File: src/rtl/tptb_pkg.sv
package tptb_pkg;

  localparam int PAYLOAD_BYTES = 30;
  localparam int LEN_W         = $clog2(PAYLOAD_BYTES + 1);
  localparam int IDX_W         = $clog2(PAYLOAD_BYTES);
  localparam int FREE_W        = 5;
  localparam int QUEUE_DEPTH   = 2;
  localparam int QPTR_W        = (QUEUE_DEPTH > 1) ? $clog2(QUEUE_DEPTH) : 1;
  localparam int QCNT_W        = $clog2(QUEUE_DEPTH + 1);

  typedef enum logic [2:0] {
    OP_APPEND   = 3'd0,
    OP_FINALIZE = 3'd1,
    OP_POLL     = 3'd2,
    OP_SEND     = 3'd3,
    OP_CLEAR    = 3'd4
  } op_t;

  typedef struct packed {
    op_t         op;
    logic [7:0]  elem_bytes;
    logic [7:0]  group_size;
    logic [31:0] value;
    logic [7:0]  packet_type;
    logic [7:0]  end_code;
  } cmd_t;

  typedef enum logic [3:0] {
    S_IDLE,
    S_EXEC,
    S_APPEND,
    S_EMIT,
    S_SEND_HEAD,
    S_SEND_LEN,
    S_SEND_WAIT,
    S_SEND_DATA,
    S_SEND_END
  } back_state_t;

endpackage

File: src/rtl/tagged_packet_tx_builder.sv
// Flow: an accepted request passes the queue, is popped in S_IDLE, decoded in S_EXEC and its result
// registered from S_EMIT; an append that stores a value first writes its tag and value bytes in S_APPEND.
// A send emits the type, length, payload and end bytes, each payload byte read from the payload
// memory in S_SEND_WAIT before S_SEND_DATA puts it out. Requests queue up while the back end is busy.
// Reset: synchronous, active high; clears the packet state, ready flag, queue and output valid
// flag. The payload memory is not cleared and is only read below the fill length.
module tagged_packet_tx_builder (
  input  logic        clk,
  input  logic        rst,
  input  logic        in_valid,
  output logic        in_ready,
  input  logic [2:0]  op,
  input  logic [7:0]  elem_bytes,
  input  logic [7:0]  group_size,
  input  logic [31:0] value,
  input  logic [7:0]  packet_type,
  input  logic [7:0]  end_code,
  output logic        out_valid,
  input  logic        out_ready,
  output logic        rejected,
  output logic [4:0]  free_space,
  output logic [7:0]  out_byte,
  output logic        ready_res,
  output logic        last
);
  import tptb_pkg::*;

  logic q_full;
  logic q_push;
  logic q_pop;
  logic q_not_empty;
  cmd_t q_in;
  cmd_t q_out;

  tptb_front u_front (
    .in_valid    (in_valid),
    .in_ready    (in_ready),
    .op          (op),
    .elem_bytes  (elem_bytes),
    .group_size  (group_size),
    .value       (value),
    .packet_type (packet_type),
    .end_code    (end_code),
    .q_full      (q_full),
    .q_push      (q_push),
    .q_data      (q_in)
  );

  tptb_queue u_queue (
    .clk       (clk),
    .rst       (rst),
    .push      (q_push),
    .push_data (q_in),
    .full      (q_full),
    .pop       (q_pop),
    .not_empty (q_not_empty),
    .pop_data  (q_out)
  );

  tptb_back u_back (
    .clk        (clk),
    .rst        (rst),
    .q_valid    (q_not_empty),
    .q_data     (q_out),
    .q_pop      (q_pop),
    .out_valid  (out_valid),
    .out_ready  (out_ready),
    .rejected   (rejected),
    .free_space (free_space),
    .out_byte   (out_byte),
    .ready_res  (ready_res),
    .last       (last)
  );

endmodule

File: src/rtl/tptb_front.sv
module tptb_front (
  input  logic                 in_valid,
  output logic                 in_ready,
  input  logic [2:0]           op,
  input  logic [7:0]           elem_bytes,
  input  logic [7:0]           group_size,
  input  logic [31:0]          value,
  input  logic [7:0]           packet_type,
  input  logic [7:0]           end_code,
  input  logic                 q_full,
  output logic                 q_push,
  output tptb_pkg::cmd_t       q_data
);
  import tptb_pkg::*;

  logic known_op;

  always_comb begin
    unique case (op)
      OP_APPEND, OP_FINALIZE, OP_POLL, OP_SEND, OP_CLEAR: known_op = 1'b1;
      default:                                            known_op = 1'b0;
    endcase
  end

  // Unknown op codes are taken and dropped here, as they produce no result.
  assign in_ready = !q_full;
  assign q_push   = in_valid && !q_full && known_op;

  always_comb begin
    q_data.op          = op_t'(op);
    q_data.elem_bytes  = elem_bytes;
    q_data.group_size  = group_size;
    q_data.value       = value;
    q_data.packet_type = packet_type;
    q_data.end_code    = end_code;
  end

endmodule

File: src/rtl/tptb_queue.sv
module tptb_queue (
  input  logic           clk,
  input  logic           rst,
  input  logic           push,
  input  tptb_pkg::cmd_t push_data,
  output logic           full,
  input  logic           pop,
  output logic           not_empty,
  output tptb_pkg::cmd_t pop_data
);
  import tptb_pkg::*;

  cmd_t              entries [QUEUE_DEPTH];
  logic [QPTR_W-1:0] wr_ptr;
  logic [QPTR_W-1:0] rd_ptr;
  logic [QCNT_W-1:0] count;

  assign full      = (count == QCNT_W'(QUEUE_DEPTH));
  assign not_empty = (count != '0);
  assign pop_data  = entries[rd_ptr];

  always_ff @(posedge clk) begin
    if (rst) begin
      wr_ptr <= '0;
      rd_ptr <= '0;
      count  <= '0;
    end else begin
      if (push) begin
        wr_ptr <= (wr_ptr == QPTR_W'(QUEUE_DEPTH - 1)) ? '0 : wr_ptr + 1'b1;
      end
      if (pop) begin
        rd_ptr <= (rd_ptr == QPTR_W'(QUEUE_DEPTH - 1)) ? '0 : rd_ptr + 1'b1;
      end
      if (push && !pop) begin
        count <= count + 1'b1;
      end else if (pop && !push) begin
        count <= count - 1'b1;
      end
    end
  end

  always_ff @(posedge clk) begin
    if (push) begin
      entries[wr_ptr] <= push_data;
    end
  end

endmodule

File: src/rtl/tptb_back.sv
module tptb_back (
  input  logic                           clk,
  input  logic                           rst,
  input  logic                           q_valid,
  input  tptb_pkg::cmd_t                 q_data,
  output logic                           q_pop,
  output logic                           out_valid,
  input  logic                           out_ready,
  output logic                           rejected,
  output logic [tptb_pkg::FREE_W-1:0]    free_space,
  output logic [7:0]                     out_byte,
  output logic                           ready_res,
  output logic                           last
);
  import tptb_pkg::*;

  back_state_t state;
  back_state_t state_next;

  cmd_t             cmd;
  logic [7:0]       type_byte;
  logic [7:0]       end_byte;
  logic [LEN_W-1:0] fill_length;
  logic             ready_flag;
  logic [7:0]       group_left;
  logic             group_refused;
  logic             pend_rej;
  logic [2:0]       byte_cnt;
  logic [LEN_W-1:0] idx;

  logic [7:0]       mem [PAYLOAD_BYTES];
  logic [7:0]       mem_q;
  logic             mem_we;
  logic [7:0]       wr_byte;

  logic             can_emit;
  logic             emit;
  logic             e_rej;
  logic [FREE_W-1:0] e_free;
  logic [7:0]       e_byte;
  logic             e_ready;
  logic             e_last;

  logic [LEN_W-1:0] room;
  logic             w_ok;
  logic [8:0]       w_plus;
  logic [16:0]      need;
  logic             gl_zero;
  logic             empty_grp;
  logic             refuse_now;
  logic             app_store;
  logic             app_rej;

  assign can_emit = !out_valid || out_ready;

  // Group checks for an append, evaluated against the state before the item.
  always_comb begin
    room       = LEN_W'(PAYLOAD_BYTES) - fill_length;
    w_ok       = (cmd.elem_bytes == 8'd1) || (cmd.elem_bytes == 8'd2) ||
                 (cmd.elem_bytes == 8'd4);
    w_plus     = {1'b0, cmd.elem_bytes} + 9'd1;
    need       = 17'(cmd.group_size) * 17'(w_plus);
    gl_zero    = (group_left == 8'd0);
    empty_grp  = gl_zero && (cmd.group_size == 8'd0);
    refuse_now = gl_zero ? (!w_ok || (need > 17'(room))) : group_refused;
    app_store  = !empty_grp && !refuse_now && w_ok && (w_plus <= 9'(room));
    app_rej    = empty_grp ? !w_ok : !app_store;
  end

  // Tag byte first, then the value bytes in target order.
  always_comb begin
    wr_byte = cmd.elem_bytes;
    if (byte_cnt != 3'd0) begin
      unique case (cmd.elem_bytes[2:0])
        3'd1: wr_byte = cmd.value[7:0];
        3'd2: wr_byte = (byte_cnt == 3'd1) ? cmd.value[15:8] : cmd.value[7:0];
        default: begin
          unique case (byte_cnt)
            3'd1:    wr_byte = cmd.value[7:0];
            3'd2:    wr_byte = cmd.value[15:8];
            3'd3:    wr_byte = cmd.value[23:16];
            default: wr_byte = cmd.value[31:24];
          endcase
        end
      endcase
    end
  end

  always_comb begin
    state_next = state;
    q_pop      = 1'b0;
    mem_we     = 1'b0;
    emit       = 1'b0;
    e_rej      = 1'b0;
    e_free     = '0;
    e_byte     = '0;
    e_ready    = 1'b0;
    e_last     = 1'b0;
    unique case (state)
      S_IDLE: begin
        if (q_valid) begin
          q_pop      = 1'b1;
          state_next = S_EXEC;
        end
      end
      S_EXEC: begin
        unique case (cmd.op)
          OP_APPEND: state_next = app_store ? S_APPEND : S_EMIT;
          OP_SEND:   state_next = S_SEND_HEAD;
          default:   state_next = S_EMIT;
        endcase
      end
      S_APPEND: begin
        mem_we = 1'b1;
        if (byte_cnt == cmd.elem_bytes[2:0]) begin
          state_next = S_EMIT;
        end
      end
      S_EMIT: begin
        if (can_emit) begin
          emit       = 1'b1;
          e_rej      = (cmd.op == OP_APPEND) && pend_rej;
          e_free     = (cmd.op == OP_APPEND) ? FREE_W'(room) : '0;
          e_byte     = (cmd.op == OP_POLL) ? {7'd0, ready_flag} : 8'd0;
          e_ready    = ready_flag;
          e_last     = 1'b1;
          state_next = S_IDLE;
        end
      end
      S_SEND_HEAD: begin
        if (can_emit) begin
          emit       = 1'b1;
          e_byte     = type_byte;
          state_next = S_SEND_LEN;
        end
      end
      S_SEND_LEN: begin
        if (can_emit) begin
          emit       = 1'b1;
          e_byte     = 8'(fill_length);
          state_next = (fill_length == '0) ? S_SEND_END : S_SEND_WAIT;
        end
      end
      S_SEND_WAIT: begin
        state_next = S_SEND_DATA;
      end
      S_SEND_DATA: begin
        if (can_emit) begin
          emit       = 1'b1;
          e_byte     = mem_q;
          state_next = ((idx + 1'b1) == fill_length) ? S_SEND_END : S_SEND_WAIT;
        end
      end
      S_SEND_END: begin
        if (can_emit) begin
          emit       = 1'b1;
          e_byte     = end_byte;
          e_last     = 1'b1;
          state_next = S_IDLE;
        end
      end
      default: state_next = S_IDLE;
    endcase
  end

  always_ff @(posedge clk) begin
    if (rst) begin
      state         <= S_IDLE;
      type_byte     <= '0;
      end_byte      <= '0;
      fill_length   <= '0;
      ready_flag    <= 1'b0;
      group_left    <= '0;
      group_refused <= 1'b0;
      out_valid     <= 1'b0;
    end else begin
      state <= state_next;
      if (state == S_EXEC) begin
        unique case (cmd.op)
          OP_APPEND: begin
            if (!empty_grp) begin
              group_left    <= (gl_zero ? cmd.group_size : group_left) - 8'd1;
              group_refused <= refuse_now;
            end
          end
          OP_FINALIZE: begin
            type_byte  <= cmd.packet_type;
            end_byte   <= cmd.end_code;
            ready_flag <= 1'b1;
          end
          OP_CLEAR: begin
            type_byte     <= '0;
            end_byte      <= '0;
            fill_length   <= '0;
            group_left    <= '0;
            group_refused <= 1'b0;
          end
          default: begin
          end
        endcase
      end
      if (mem_we) begin
        fill_length <= fill_length + 1'b1;
      end
      if (state == S_SEND_END && emit) begin
        type_byte     <= '0;
        end_byte      <= '0;
        fill_length   <= '0;
        group_left    <= '0;
        group_refused <= 1'b0;
        ready_flag    <= 1'b0;
      end
      if (emit) begin
        out_valid <= 1'b1;
      end else if (out_ready) begin
        out_valid <= 1'b0;
      end
    end
  end

  always_ff @(posedge clk) begin
    if (q_pop) begin
      cmd <= q_data;
    end
    if (state == S_EXEC) begin
      pend_rej <= app_rej;
      byte_cnt <= '0;
    end else if (mem_we) begin
      byte_cnt <= byte_cnt + 1'b1;
    end
    if (state == S_SEND_LEN) begin
      idx <= '0;
    end else if (state == S_SEND_DATA && emit) begin
      idx <= idx + 1'b1;
    end
    if (emit) begin
      rejected   <= e_rej;
      free_space <= e_free;
      out_byte   <= e_byte;
      ready_res  <= e_ready;
      last       <= e_last;
    end
  end

  always_ff @(posedge clk) begin
    if (mem_we) begin
      mem[fill_length[IDX_W-1:0]] <= wr_byte;
    end
    mem_q <= mem[idx[IDX_W-1:0]];
  end

endmodule
File: config.mk
export PLATFORM = sky130hd
export DESIGN_NAME = tagged_packet_tx_builder
export DESIGN_NICKNAME = d
export VERILOG_FILES = /design/src/rtl/tptb_pkg.sv /design/src/rtl/tagged_packet_tx_builder.sv /design/src/rtl/tptb_front.sv /design/src/rtl/tptb_queue.sv /design/src/rtl/tptb_back.sv
export SDC_FILE = /design/constraint.sdc
export NUM_CORES = 1
export LEC_CHECK = 0
export BUFFER_PORTS_ARGS = -buffer_cell sky130_fd_sc_hd__buf_2
export CAP_MARGIN = 20
export CORE_AREA = 3 3 200 300
export CTS_BUF_LIST = sky130_fd_sc_hd__clkbuf_8 sky130_fd_sc_hd__clkbuf_16
export DETAILED_ROUTE_END_ITERATION = 7
export DIE_AREA = 0 0 203 303
export MAX_ROUTING_LAYER = met4
export PLACE_DENSITY = 0.57
export SLEW_MARGIN = 20
export SYNTH_ARGS = -nofsm -noshare
export SYNTH_HDL_FRONTEND = slang
export SYNTH_SLANG_ARGS = --single-unit
export TNS_END_PERCENT = 30
File: constraint.sdc
create_clock -name clk -period 16 [get_ports clk]
set_clock_uncertainty 0.15 [all_clocks]
set_input_delay 0.8 -clock clk [delete_from_list [all_inputs] [get_ports clk]]
set_output_delay 0.8 -clock clk [all_outputs]
set_load 0.05 [all_outputs]
==> impl_results.md <==
* Antenna violations before repair at 0
* WL/cell at 21.41 um
* VDD IR max at between 0.2 and 0.25 mV
* Fillers at 5,105
* Post-DP HPWL at between 30,000 and 40,000 um
* Hold buffer count at cts at 0
* CP Data Required Time at 16.13 ns
* I/O pins at 89
* Area contributors post-synth: edfxtp_1 (60%), mux4_2 (7.1%), dfxtp_1 (4.9%), mux2_2 (4.1%), fa_1 (3.7%)
* Clk Latency, worst-skew pair at 0.58 ns
* Antenna cell count at 0
* Root buffer cell: clkbuf_16
* Global route total overflow at 0
* Post-Syn Area per Cell at 15.61 um2
* Final WL at 50,560 um
* IO Port Bufs at 88
* Area Overhead vs Synth at 12.12%
* #FFs+latches synth at 514
* DRC at 0
* GRT Util Overall at between 15 and 20%
* Pwr/cell area at 218.2 nW/um2
* Hold crit path type: primary input to register
* CP Data Arrival Time at ~6.9 ns
* Net Count, Synth at 1,649
* Core region area at 57,700 um2
* DIE WIDTH at 203 um
* Post-synth EDFFs at 458
* Most used DFF post-synth: edfxtp_1
* Vias per cell at 5.277
* Worst hold start: value[16]
* Most frequent cell after synthesis: edfxtp_1
* Max-Cap Viols at 0
* Setup TNS at 0 ns
* Initial Util at 39.84%
* Slew Limit Fails at 0
* Final setup viols at 0
* CP startpoint: u_back.cmd[56]
* Largest net degree at the start of global routing at 69
* GPL Wtd Cong at 0.8291
* Critical path launch point type: register
* Yosys top cell by area: edfxtp_1
* CP max FO at 14
* CTS clk-pin slew, worst paths at 0.06 ns
* Area of the mapped netlist at roughly 23,000 um2
* Cell variety after synth at 70
* Post-synth ARST share at 0%
* TritonCTS clock tree: yes
* Die Height at a little over 300 um
* Minimum clock period at approximately 7 ns
* Status: finished, final reports clean
* Number of global-route vias before repair at approximately 13,000
* First-pass GRT wire length at 78,470 um
* Share of cells above drive strength 1 at 22.38%
* Final period util at between 40% and 50%
* Mapped Cells at 1,473
* Max clock buf depth at 3
* Least-Margin Pin Slew at 1.039 ns
* Final hold viol count at 0
* Yosys Warn Count at 0
* F_max at 147.1 MHz
* Unrepaired setup endpoints after global routing: no
* Row count at 108
* Top cells by count, synth: edfxtp_1 (458), nor2_1 (124), mux2_2 (84), mux4_2 (72), inv_1 (68)
* Top-area cell type share of the netlist area at 59.82%
* Initial DRC count at 979
* Drt pass-1 iters at 6
* Die ar. at ~62,000 um2
* CTS resizes at 0
* Leak at 0.008809 uW
* Critical Path End Type: register
* Setup repair bufs after CTS at 0
* Reg-to-Reg Start: u_back.cmd[56]
* Normalized max-slew margin at 30.61%
* H-tree depth at 2
* Via count at 12,460
* # clock sinks at 514
* Critical path class: register to register
* Post-route ant nets at 0
* Num CTS Buffers at 46
* Final net count at about 1,700
* Post-synthesis sequential area ratio at roughly two thirds
* Post-layout util at 44.67%
kinds of logic (layout without fill, tap and decap cells):
| family | Yosys count | after routing | synth area share, % |
|---|---|---|---|
| simple gates | 354 | 354 | 7.897 |
| buf+inv | 135 | 253 | 2.465 |
| compound gates | 173 | 173 | 5.274 |
| fa+ha+maj | 105 | 105 | 7.086 |
| flops | 514 | 514 | 64.70 |
| mux | 163 | 163 | 11.47 |
| xor+xnor | 29 | 29 | 1.105 |
registers in the layout, summed over array words and instances (netlist names), 2 cells and up:
name	count
u_back.idx	5
u_back.end_byte	8
u_queue.count	2
u_back.cmd	67
u_back.type_byte	8
u_back.group_left	8
u_back.free_space	5
u_back.byte_cnt	3
u_back.mem	240
u_back.out_byte	8
u_back.mem_q	8
u_back.state	4
u_back.fill_length	5
u_queue.entries	134
cell type report:
class | instances | area [um2] | area share, %
flip-flops and latches | 514 | 14880 | 57.74
multi-input cells | 824 | 7645 | 29.66
clock buffers | 46 | 1151 | 4.466
well taps | 770 | 963.4 | 3.738
repair buffers | 99 | 523.0 | 2.029
clock inverters | 40 | 355.3 | 1.379
inverters | 68 | 255.2 | 0.9902
per-layer routing:
layer | track usage (%) | vias to the layer above | routed length (um) | share of wire [%]
met2 | 29.73 | 316 | 26430 | 52
li1 | - | 5761 | - | -
met1 | 21.37 | 6321 | 21150 | 42
met5 | - | - | 0 | 0
met3 | 1.975 | 62 | 1947 | 3.9
met4 | 4.276 | 0 | 1026 | 2.0
final timing paths:
kind	end	slack [ns]	cells past startpoint
worst max-delay path	u_back.pend_rej	9.20	18
worst min-delay path	u_queue.entries[0][32]	0.27	1
worst max register to register	u_back.pend_rej	9.20	18
worst min register to register	u_back.group_left[0]	0.32	2
where the power goes:
group	total (uW)	switching, uW	internal [uW]
clock network	1100	490	611
logic	2620	1600	1010
registers	1900	127	1780
total	5620	2220	3400
critical path, stage by stage, from the launching register on:
cell and delay (ns):
edfxtp_1 0.68, ha_1 0.27, nand3_1 0.12, xnor2_1 0.60
and2_1 0.25, fa_1 0.46, fa_1 0.52, fa_1 0.54
inv_1 0.05, fa_1 0.53, inv_1 0.04, ha_1 0.39
a21o_1 0.25, a21oi_1 0.20, nor2_1 0.07, a2111oi_0 0.48
nand4_1 0.18, nor4_2 0.57, o21ai_1 0.16
per-stage QoR:
stage | setup WS [ns] | power [uW] | cells | area (um2) | hold slack, ns
after detailed placement | 9.212 | 4577 | 2275 | 24270 | 0.3128
after floorplan | 10.31 | 3853 | 1473 | 22990 | 0.2817
after global placement | 9.396 | 4562 | 2275 | 24270 | 0.2958
final | 9.202 | 5624 | 2361 | 25780 | 0.2677
after CTS | 9.198 | 5694 | 2361 | 25780 | 0.2361
after global routing | 8.860 | 6050 | 2361 | 25780 | 0.2463
placed cells by master, fill, tap and decap left out, types with 7 or more instances in the layout:
cell	instances
nor2_1	122
nand2b_1	18
buf_2	88
xnor2_1	16
mux4_2	72
nor3_1	16
edfxtp_1	458
o21ai_0	26
and3_1	13
xor2_1	13
and2_1	31
a211oi_1	11
ha_1	63
clkbuf_16	46
nand2_1	56
a22oi_1	21
clkinv_2	10
buf_4	11
a21oi_1	34
fa_1	42
mux2i_1	7
dfxtp_1	53
a222oi_1	16
nor2b_1	46
mux2_2	84
nand3_1	15
inv_1	80
Power figures use the tool's default switching activity.
